$ cat src/rtl/core/dprx_pkg.sv
// Shared types and constants for the debug packet receiver.
package dprx_pkg;

  // Request selector on the input side
  typedef enum logic [1:0] {
    FN_LINK     = 2'd0,
    FN_ACK_WAIT = 2'd1,
    FN_READ     = 2'd2,
    FN_SPARE    = 2'd3
  } func_e;

  // Result kinds as seen on the output port
  typedef enum logic [2:0] {
    EV_TX      = 3'd0,
    EV_READY   = 3'd1,
    EV_BREAK   = 3'd2,
    EV_DISCARD = 3'd3,
    EV_RESEND  = 3'd4,
    EV_READ    = 3'd5
  } event_kind_e;

  // Work handed from the front end to the back end
  typedef enum logic [2:0] {
    CMD_TX      = 3'd0,
    CMD_BREAK   = 3'd1,
    CMD_DISCARD = 3'd2,
    CMD_RESEND  = 3'd3,
    CMD_READ    = 3'd4,
    CMD_ACK     = 3'd5,
    CMD_ACK_SEQ = 3'd6
  } cmd_kind_e;

  typedef struct packed {
    cmd_kind_e   kind;
    logic [7:0]  b0;   // char to send, read data or first sequence id char
    logic [7:0]  b1;   // second sequence id char
  } cmd_t;

  localparam int unsigned CmdW = $bits(cmd_t);

  localparam logic [7:0] CH_DOLLAR = 8'h24;
  localparam logic [7:0] CH_HASH   = 8'h23;
  localparam logic [7:0] CH_ETX    = 8'h03;
  localparam logic [7:0] CH_PLUS   = 8'h2b;
  localparam logic [7:0] CH_MINUS  = 8'h2d;
  localparam logic [7:0] CH_COLON  = 8'h3a;

  localparam int unsigned QueueDepth = 4;

endpackage

$ cat src/rtl/core/dprx_fifo.sv
// Short command queue between front and back end.
module dprx_fifo #(
  parameter int unsigned DataW = 32
) (
  input  logic             clk_i,
  input  logic             rst_ni,
  input  logic             push_i,
  input  logic [DataW-1:0] data_i,
  output logic             full_o,
  input  logic             pop_i,
  output logic [DataW-1:0] data_o,
  output logic             empty_o
);

  localparam int unsigned Depth = dprx_pkg::QueueDepth;
  localparam int unsigned PtrW  = $clog2(Depth);
  localparam int unsigned CntW  = $clog2(Depth + 1);

  logic [DataW-1:0] slot_q [Depth];
  logic [PtrW-1:0]  head_q, tail_q;
  logic [CntW-1:0]  cnt_q;

  assign full_o  = cnt_q == CntW'(Depth);
  assign empty_o = cnt_q == '0;
  assign data_o  = slot_q[head_q];

  always_ff @(posedge clk_i or negedge rst_ni) begin
    if (!rst_ni) begin
      head_q <= '0;
      tail_q <= '0;
      cnt_q  <= '0;
    end else begin
      if (push_i) tail_q <= (tail_q == PtrW'(Depth - 1)) ? '0 : tail_q + 1'b1;
      if (pop_i) head_q <= (head_q == PtrW'(Depth - 1)) ? '0 : head_q + 1'b1;
      if (push_i && !pop_i) cnt_q <= cnt_q + 1'b1;
      else if (pop_i && !push_i) cnt_q <= cnt_q - 1'b1;
    end
  end

  always_ff @(posedge clk_i) begin
    if (push_i) slot_q[tail_q] <= data_i;
  end

endmodule

$ cat config.mk
export PLATFORM = sky130hd
export DESIGN_NAME = dprx_fifo
export DESIGN_NICKNAME = d
export VERILOG_FILES = /design/src/rtl/core/dprx_pkg.sv /design/src/rtl/core/dprx_fifo.sv
export SDC_FILE = /design/constraint.sdc
export NUM_CORES = 1
export LEC_CHECK = 0
export BUFFER_PORTS_ARGS = -buffer_cell sky130_fd_sc_hd__buf_2
export CAP_MARGIN = 15
export CELL_PAD_IN_SITES_DETAIL_PLACEMENT = 0
export CELL_PAD_IN_SITES_GLOBAL_PLACEMENT = 1
export CORE_MARGIN = 5
export CORE_UTILIZATION = 35
export DETAILED_ROUTE_END_ITERATION = 8
export MAX_ROUTING_LAYER = met4
export PLACE_DENSITY_LB_ADDON = 0.05
export RECOVER_POWER = 100
export SYNTH_ARGS = -nofsm -noshare
export SYNTH_HDL_FRONTEND = slang
export SYNTH_SLANG_ARGS = --single-unit
export TNS_END_PERCENT = 100
$ cat constraint.sdc
create_clock -name clk_i -period 2.7 [get_ports clk_i]
set_input_delay 0.405 -clock clk_i [delete_from_list [all_inputs] [get_ports clk_i]]
set_output_delay 0.405 -clock clk_i [all_outputs]
set_load 0.005 [all_outputs]
==> impl_metrics.csv <==
group,metric,value,unit
die,die_area,17030,um^2
die,initial_core_util,35.36,%
yosys,synthTopCellsByCount,"edfxtp_1, mux4_2, dfrtp_1, ha_1",
placed_design,post-place-ws,533.8,ps
clocking,cts.sink_count,135,
die,core_area,14370,um^2
placed_design,place.gp.congestion,0.7137,
global_route,antenna_found_initial,0,
die,die_h,130.5,um
sta,setup_viol,0,
placed_design,hpwl,5858,um
clocking,clock_latency,400,ps
clocking,clockBufferDepth,2,
detailed_routing,wl_per_cell,18.39,um
worst_hold_path,holdPathEnd,"slot_q[1][19]",
sta,setup_tns,0,ps
critical_path,worstReg2RegStart,"tail_q[0]",
pwr,p_leak,2.052,nW
critical_path,required,2300,ps
global_route,overflow,0,
yosys,yosysSeqAreaShare,79.09,%
finish,final_nets,338,
clocking,clk_pin_slew,60,ps
yosys,synthArstFlopShare,5.185,%
critical_path,arrival,2100,ps
detailed_routing,via_per_inst,4.640,
die,row_count,44,
detailed_routing,drcViolationCount,0,
placed_design,port_buffers,69,
clocking,cts_tree,"done",
detailed_routing,drt-initial-drc-count,119,
outcome,status,"complete, no violations",
die,ios,70,
sta,min_period,2506,ps
sta,timing.fmax,399.0,MHz
global_route,grt_util_all_layers,11.92,%
critical_path,reg2reg_to,"slot_q[3][2]",
detailed_routing,first_pass_iters,4,
pwr,p_per_area,1089,nW/um^2
yosys,synth_area,5081,um^2
sta,skew,4.452,ps
sta,fin_ws,193.7,ps
yosys,synth_edf_count,128,
worst_hold_path,hold_path_depth,1,
sta,finalMaxSlewViolations,0,
sta,rsz0062_at_grt,"no",
critical_path,crit_type,"reg2out",
yosys,synth.most_common_cell,"edfxtp_1",
critical_path,worstSetupStartpointType,"register",
global_route,grt_pass1_vias,2504,
detailed_routing,drtAntennaViolNets,0,
yosys,ys_warn_count,0,
sta,maxSlewHeadroom,5.860,%
global_route,grt_max_degree,35,
flow_run,cap_violations,0,
critical_path,worstRegToRegCells,3,
finish,layout-drive-gt1-share,27.69,%
pwr,vdd_drop_max,0.0004017,V
global_route,grt_first_pass_wirelength,13930,um
worst_hold_path,hp-start,"data_i[19]",
yosys,synthCells,205,
yosys,synth_seq_cells,135,
yosys,synth_top_area_share,75.65,%
critical_path,crit_path_end_kind,"primary output",
sta,worstMarginPinSlew,1411,ps
sta,min_period_over_period,92.83,%
detailed_routing,vias,2278,
yosys,synth.distinct_cells,20,
die,die_w,130.5,um
critical_path,worstPathMaxFanout,18,
finish,area_delta_synth_final,21.45,%
sta,hold_viol,0,
clocking,numCtsBuffers,17,
worst_hold_path,hold_path_class,"in2reg",
clocking,htree_levels,4,
yosys,yosys-top-cells-area,"edfxtp_1, mux4_2, dfrtp_1, mux4_1, ha_1",
yosys,syn_area_per_cell,24.79,um^2
yosys,synth_fp_nets,248,
critical_path,r2r_slack,280,ps
detailed_routing,wl,9029,um
clocking,root_buffer,"clkbuf_16",
yosys,synth_ff_type,"edfxtp_1",
yosys,synth_top_cell_by_area,"edfxtp_1",
finish,antenna_cells,0,
[critical path, cell delays in order, from the launching register on]
cell and delay (ps):
dfrtp_2 730, buf_4 280, mux4_1 540, buf_2 140
[repair_timing]
| item | CTS | global route |
|---|---|---|
| hold endpoints to repair | 7 | 0 |
| hold buffers | 1 | 0 |
| setup buffers | 0 | 0 |
| resized for setup | 0 | 0 |
[cell families (layout without fill, tap and decap cells)]
kind of cell | Yosys count | after routing | share of synthesized area, %
xor+xnor | 3 | 3 | 0.5172
fa+ha+maj | 7 | 7 | 1.871
buf+inv | 12 | 114 | 2.068
flops | 135 | 135 | 79.09
compound gates | 2 | 2 | 0.1970
mux | 35 | 35 | 15.14
simple gates | 11 | 11 | 1.108
[through the flow]
| stage | std cells | instance area (um^2) | hold slack, ps | util (%) | total power [mW] |
|---|---|---|---|---|---|
| 2_1_floorplan | 205 | 5081 | 109.4 | - | 3.969 |
| 4_1_cts | 491 | 6271 | 184.6 | 43.64 | 6.933 |
| 3_5_place_dp | 459 | 5667 | 259.9 | 39.44 | 4.603 |
| 3_3_place_gp | 459 | 5667 | 258.4 | 39.44 | 4.605 |
| 5_1_grt | 491 | 6171 | 239.2 | 42.95 | 7.084 |
| 6_report | 491 | 6171 | 248.5 | 42.95 | 6.722 |
[layout by cell type, fill, tap and decap left out, drive strengths merged]
cell	netlist	routed
o21ai	2	2
edfxtp	128	128
bufinv	0	4
buf	7	22
mux2	3	3
and2	4	4
fa	1	1
nor3	1	1
dlygate4sd3	0	1
xnor2	1	1
nand2	2	2
inv	4	4
clkinv	0	4
dfrtp	7	7
xor2	2	2
clkinvlp	0	2
clkbuf	1	77
nor3b	1	1
ha	6	6
nor2	3	3
mux4	32	32
[area by class of cell]
cell class | instances | area (um^2)
clock buffers | 21 | 440.4
clock inverters | 10 | 153.9
fillers | 1297 | 8198
inverters | 4 | 15.01
multi-input cells | 58 | 957.2
flip-flops and latches | 135 | 4021
well taps | 184 | 230.2
repair buffers | 79 | 352.8
[state kept, by name (all words and copies together) (netlist names)]
signal,flops
tail_q,2
cnt_q,3
head_q,2
slot_q,128
[where the power goes]
part           internal, mW  switching [mW]  total, mW
clock network          1.53           0.779       2.31
logic                 0.788           0.637       1.43
registers              2.70           0.284       2.99
total                  5.02            1.70       6.72
[layer usage]
metal  part of all wire (%)  track usage, %
met1                     42           14.01
met2                     50           18.49
met3                    5.6           4.228
met4                    1.9           5.445
met5                      0               -
[worst max path at each step]
stage / startpoint / to / slack, ps / depth (start not counted)
final: head_q[0] / data_o[25] / 190 / 3
after global routing: head_q[0] / data_o[25] / 40 / 3
after CTS: head_q[0] / data_o[25] / 80 / 3
after detailed placement: head_q[0] / data_o[25] / 530 / 3
after global placement: head_q[0] / data_o[25] / 530 / 3
after floorplan: tail_q[0] / slot_q[2][0] / 900 / 3
Power figures use the tool's default switching activity.
