[config.mk]
export PLATFORM = sky130hd
export DESIGN_NAME = dprx_back
export DESIGN_NICKNAME = d
export VERILOG_FILES = /design/src/rtl/core/dprx_pkg.sv /design/src/rtl/core/dprx_back.sv
export SDC_FILE = /design/constraint.sdc
export NUM_CORES = 1
export LEC_CHECK = 0
export BUFFER_PORTS_ARGS = -buffer_cell sky130_fd_sc_hd__clkbuf_2
export CORE_ASPECT_RATIO = 1.1
export CORE_MARGIN = 1
export CORE_UTILIZATION = 46
export CTS_CLUSTER_DIAMETER = 30
export DETAILED_ROUTE_END_ITERATION = 16
export PLACE_DENSITY = 0.79
export SYNTH_ARGS = -nofsm -noshare
export SYNTH_HDL_FRONTEND = slang
export SYNTH_SLANG_ARGS = --single-unit
[constraint.sdc]
create_clock -name clk_i -period 2.55 [get_ports clk_i]
set_input_delay 0 -clock clk_i [delete_from_list [all_inputs] [get_ports clk_i]]
set_output_delay 0 -clock clk_i [all_outputs]
set_load 0.03 [all_outputs]
[src/rtl/core/dprx_pkg.sv]
// Shared types and constants for the debug packet receiver.
package dprx_pkg;

  // Request selector on the input side
  typedef enum logic [1:0] {
    FN_LINK     = 2'd0,
    FN_ACK_WAIT = 2'd1,
    FN_READ     = 2'd2,
    FN_SPARE    = 2'd3
  } func_e;

  // Result kinds as seen on the output port
  typedef enum logic [2:0] {
    EV_TX      = 3'd0,
    EV_READY   = 3'd1,
    EV_BREAK   = 3'd2,
    EV_DISCARD = 3'd3,
    EV_RESEND  = 3'd4,
    EV_READ    = 3'd5
  } event_kind_e;

  // Work handed from the front end to the back end
  typedef enum logic [2:0] {
    CMD_TX      = 3'd0,
    CMD_BREAK   = 3'd1,
    CMD_DISCARD = 3'd2,
    CMD_RESEND  = 3'd3,
    CMD_READ    = 3'd4,
    CMD_ACK     = 3'd5,
    CMD_ACK_SEQ = 3'd6
  } cmd_kind_e;

  typedef struct packed {
    cmd_kind_e   kind;
    logic [7:0]  b0;   // char to send, read data or first sequence id char
    logic [7:0]  b1;   // second sequence id char
  } cmd_t;

  localparam int unsigned CmdW = $bits(cmd_t);

  localparam logic [7:0] CH_DOLLAR = 8'h24;
  localparam logic [7:0] CH_HASH   = 8'h23;
  localparam logic [7:0] CH_ETX    = 8'h03;
  localparam logic [7:0] CH_PLUS   = 8'h2b;
  localparam logic [7:0] CH_MINUS  = 8'h2d;
  localparam logic [7:0] CH_COLON  = 8'h3a;

  localparam int unsigned QueueDepth = 4;

endpackage

[src/rtl/core/dprx_back.sv]
// Back end: expands queued commands into result beats behind an output register.
module dprx_back #(
  parameter int unsigned CntW = 13
) (
  input  logic                           clk_i,
  input  logic                           rst_ni,
  input  logic [CntW+dprx_pkg::CmdW-1:0] head_i,
  input  logic                           empty_i,
  output logic                           pop_o,
  output logic                           out_valid_o,
  input  logic                           out_stall_i,
  output logic [2:0]                     event_kind_o,
  output logic [7:0]                     event_byte_o,
  output logic [CntW-1:0]                packet_length_o,
  output logic [1:0]                     payload_start_o,
  output logic                           last_of_run_o
);

  dprx_pkg::cmd_t  cmd;
  logic [CntW-1:0] len;
  logic [1:0]      beat_q;
  logic            load, take, last;

  dprx_pkg::event_kind_e kind_d;
  logic [7:0]      byte_d;
  logic [CntW-1:0] len_d;
  logic [1:0]      start_d;

  logic            valid_q;
  logic [2:0]      kind_q;
  logic [7:0]      byte_q;
  logic [CntW-1:0] len_q;
  logic [1:0]      start_q;
  logic            last_q;

  assign cmd  = head_i[dprx_pkg::CmdW-1:0];
  assign len  = head_i[CntW+dprx_pkg::CmdW-1:dprx_pkg::CmdW];
  assign load = !valid_q || !out_stall_i;
  assign take = load && !empty_i;
  assign pop_o = take && last;

  always_comb begin
    kind_d  = dprx_pkg::EV_TX;
    byte_d  = 8'h00;
    len_d   = '0;
    start_d = 2'd0;
    last    = 1'b1;
    unique case (cmd.kind)
      dprx_pkg::CMD_TX:      byte_d = cmd.b0;
      dprx_pkg::CMD_BREAK:   kind_d = dprx_pkg::EV_BREAK;
      dprx_pkg::CMD_DISCARD: kind_d = dprx_pkg::EV_DISCARD;
      dprx_pkg::CMD_RESEND:  kind_d = dprx_pkg::EV_RESEND;
      dprx_pkg::CMD_READ: begin
        kind_d = dprx_pkg::EV_READ;
        byte_d = cmd.b0;
      end
      dprx_pkg::CMD_ACK: begin
        if (beat_q == 2'd0) begin
          byte_d = dprx_pkg::CH_PLUS;
          last   = 1'b0;
        end else begin
          kind_d = dprx_pkg::EV_READY;
          len_d  = len;
        end
      end
      dprx_pkg::CMD_ACK_SEQ: begin
        // '+', two id chars, then packet ready
        last = 1'b0;
        case (beat_q)
          2'd0: byte_d = dprx_pkg::CH_PLUS;
          2'd1: byte_d = cmd.b0;
          2'd2: byte_d = cmd.b1;
          default: begin
            kind_d  = dprx_pkg::EV_READY;
            len_d   = len;
            start_d = 2'd3;
            last    = 1'b1;
          end
        endcase
      end
      default: ;
    endcase
  end

  always_ff @(posedge clk_i or negedge rst_ni) begin
    if (!rst_ni) begin
      valid_q <= 1'b0;
      beat_q  <= '0;
    end else begin
      if (load) valid_q <= !empty_i;
      if (take) beat_q <= last ? 2'd0 : beat_q + 1'b1;
    end
  end

  always_ff @(posedge clk_i) begin
    if (take) begin
      kind_q  <= kind_d;
      byte_q  <= byte_d;
      len_q   <= len_d;
      start_q <= start_d;
      last_q  <= last;
    end
  end

  assign out_valid_o     = valid_q;
  assign event_kind_o    = kind_q;
  assign event_byte_o    = byte_q;
  assign packet_length_o = len_q;
  assign payload_start_o = start_q;
  assign last_of_run_o   = last_q;

endmodule

==> flow_metrics.env <==
export IMPL_synthesis_nets=154
export IMPL_slew_headroom_pct=61.8
export IMPL_regArea_sq_um=856
export IMPL_vias=1175
export IMPL_finalCritPeriodShare_pct=69.7
export IMPL_syn_inst=114
export IMPL_r2r_end="packet_length_o[8]"
export IMPL_synth_cell_types=29
export IMPL_fin_cells=235
export IMPL_drt_wl_total_um=3330
export IMPL_crit_chain="inv_1 > ha_1 > nor3b_1 > o21a_1 > and2_4"
export IMPL_antenna_found_initial=0
export IMPL_cts_setup_buffers=0
export IMPL_hold_class="primary input to flip-flop"
export IMPL_powerDensity_mw_per_mm2=526
export IMPL_path_max_fanout=13
export IMPL_worst_slew_pin_slew_ns=0.570
export IMPL_min_period_ns=1.78
export IMPL_dieHeight_um=60.5
export IMPL_nets=241
export IMPL_power_internal_uw=751
export IMPL_power_leakage_uw=0.000894
export IMPL_clk_pin_slew_ns=0.09
export IMPL_via_per_inst=5.00
export IMPL_p_total_uw=1070
export IMPL_post_drt_wl_per_cell_um=14.1
export IMPL_syn_area_sq_mm=0.00143
export IMPL_dr_first_iter_drc_count=23
export IMPL_combPwrFrac_pct=23.2
export IMPL_swShare_pct=29.6
export IMPL_report_final_slew_viol_count=0
export IMPL_placement_io_buffers=64
export IMPL_rsz0062_at_grt="false"
export IMPL_tritoncts="yes"
export IMPL_startpoint="beat_q[0]"
export IMPL_grt_pass1_vias=1198
export IMPL_grt_remaining_overflow=0
export IMPL_reg2reg_depth=5
export IMPL_drive_above_1_share_pct=41.6
export IMPL_fp_dieW_um=55.2
export IMPL_power_frac_seq_pct=52.9
export IMPL_arrival_ns=1.97
export IMPL_drtPass1Iterations=4
export IMPL_p_clk_share_pct=23.9
export IMPL_clkLatencyLatePin_ns=0.32
export IMPL_antenna_cells=0
export IMPL_cts_root_buf="clkbuf_4"
export IMPL_hp_start="head_i[8]"
export IMPL_gp_congestion=0.901
export IMPL_syn_avg_cell_area_sq_um=12.5
export IMPL_grt_pass1_wl_um=5150
export IMPL_cp_slowest_cell="o21a_1"
export IMPL_status="complete, no violations"
export IMPL_fmax_mhz=563
export IMPL_endpoint_kind="flip-flop"
export IMPL_cts_buffers=5
export IMPL_cts_path_max_buffers=2
export IMPL_final_util_pct=71.0
export IMPL_cts_hold_buf=24
export IMPL_place_hpwl_um=2340
export IMPL_yosysWarnings=0
export IMPL_dieArea_sq_mm=0.00334
export IMPL_num_rows=20
export IMPL_critPathKind="flip-flop to flip-flop"
export IMPL_crit_end="packet_length_o[8]"
export IMPL_worstSetupStartpointType="flip-flop"
export IMPL_power_switching_uw=315
export IMPL_setup_viol=0
export IMPL_ys_seq_area_share_pct=59.8
export IMPL_r2r_start="beat_q[0]"
export IMPL_r2r_slack_ns=0.77
export IMPL_start_util_pct=50.1
export IMPL_dp_cells=203
export IMPL_synth_seq_cells=29
export IMPL_finalSetupTns_ns=0
export IMPL_synthToLayoutAreaGrowth_pct=41.6
export IMPL_grt_usage_pct=22.3
export IMPL_cap_violations=0
export IMPL_cp_required_ns=2.75
export IMPL_cts_resized=0
export IMPL_clock_sinks=29
export IMPL_ioPinCount=65
export IMPL_drc_errors=0
export IMPL_filler_cell_count=217
export IMPL_coreArea_sq_mm=0.00285
export IMPL_grt_max_degree=23
export IMPL_hold_violations=0
export IMPL_cpPeakStageDelay_ns=0.41
export IMPL_fin_skew_ns=0.00340
export IMPL_multi_input_area_sq_um=495
export IMPL_cts_htree_levels=2
export IMPL_final_antenna_net_count=0
export IMPL_vdd_drop_max_mv=0.340
## how the worst min path moves through the flow
stage | slack [ns] | cells past startpoint | endpoint
after detailed placement | -0.20 | 1 | beat_q[0]
after global routing | 0.04 | 3 | event_byte_o[0]
after floorplan | -0.30 | 0 | beat_q[0]
after CTS | 0.009 | 3 | event_byte_o[0]
final | 0.02 | 3 | event_byte_o[0]
after global placement | -0.20 | 1 | beat_q[1]
## cells by family (layout without fill, tap and decap cells)
kind of cell	count (synthesis)	count (layout)	synth area share, %
flops	29	29	59.8
fa+ha+maj	4	4	3.50
buf+inv	13	101	5.77
simple gates	43	43	18.8
compound gates	24	24	11.5
xor+xnor	1	1	0.613
## Yosys cell counts, drive strengths merged
cell | number | area (sq um)
a21o | 1 | 7.51
dfrtp | 3 | 75.1
nor3b | 1 | 7.51
edfxtp | 26 | 781
nand2 | 14 | 52.6
ha | 4 | 50.1
nand3 | 4 | 20.0
o21ai | 5 | 25.0
buf | 7 | 60.1
clkbuf | 2 | 7.51
a21oi | 6 | 30.0
nor2 | 5 | 18.8
a221oi | 1 | 8.76
a22oi | 4 | 30.0
o21a | 1 | 7.51
and3b | 1 | 8.76
o22ai | 1 | 6.26
nand4b | 1 | 8.76
o221ai | 4 | 41.3
xnor2 | 1 | 8.76
and2 | 15 | 119
and3 | 1 | 6.26
nand4bb | 1 | 27.5
inv | 4 | 15.0
o21bai | 1 | 7.51
## state kept, by name, summed over array words and instances (netlist names)
signal	count
beat_q	2
event_byte_o	8
event_kind_o	3
last_of_run_o	1
out_valid_o	1
packet_length_o	13
payload_start_o	1
## power by group through the flow
stage	clock, uW	combinational [uW]	sequential, uW
final	255	247	563
after global routing	287	270	567
after CTS	268	247	564
after detailed placement	0	218	575
after global placement	0	211	572
after floorplan	0	95.2	627
## layer usage
metal	vias to the layer above	global-route usage, %	part of all wire (%)
met2	53	40.1	51
met5	-	0	0
met1	536	25.4	41
li1	581	-	-
met4	0	5.36	1.1
met3	5	7.02	6.9
## cell type report
| cell class | instances | share of cell area [%] |
|---|---|---|
| well taps | 33 | 2.04 |
| clock buffers | 5 | 1.85 |
| clock inverters | 3 | 0.618 |
| flip-flops and latches | 29 | 42.2 |
| repair buffers | 89 | 28.0 |
| multi-input cells | 72 | 24.5 |
| inverters | 4 | 0.741 |
## worst max-delay path: cells and delay by family, from the launching register on
kind	cells	cell delay, ns
DFF	1	0.39
and+or+nand+nor	2	0.45
buffers and inverters	1	0.09
adders and majority gates	1	0.30
AOI/OAI and AO/OA	1	0.41
## stage by stage
step | setup WS (ns) | hold WS, ns | area, sq um
6_report | 0.773 | 0.0182 | 2030
5_1_grt | 0.618 | 0.0392 | 2030
4_1_cts | 0.764 | 0.00897 | 2030
3_5_place_dp | 0.802 | -0.200 | 1740
3_3_place_gp | 0.891 | -0.202 | 1740
2_1_floorplan | 0.0526 | -0.296 | 1430
## layout by cell type (no fill, tap or decap), drive strengths merged, types with 3 or more instances in the layout
| cell type | instances |
|---|---|
| edfxtp | 26 |
| nand3 | 4 |
| inv | 4 |
| a21oi | 6 |
| a22oi | 4 |
| and2 | 15 |
| ha | 4 |
| clkbuf | 69 |
| dfrtp | 3 |
| nor2 | 5 |
| nand2 | 14 |
| o21ai | 5 |
| dlygate4sd3 | 24 |
| o221ai | 4 |
| clkinv | 3 |
Power figures use the tool's default switching activity.
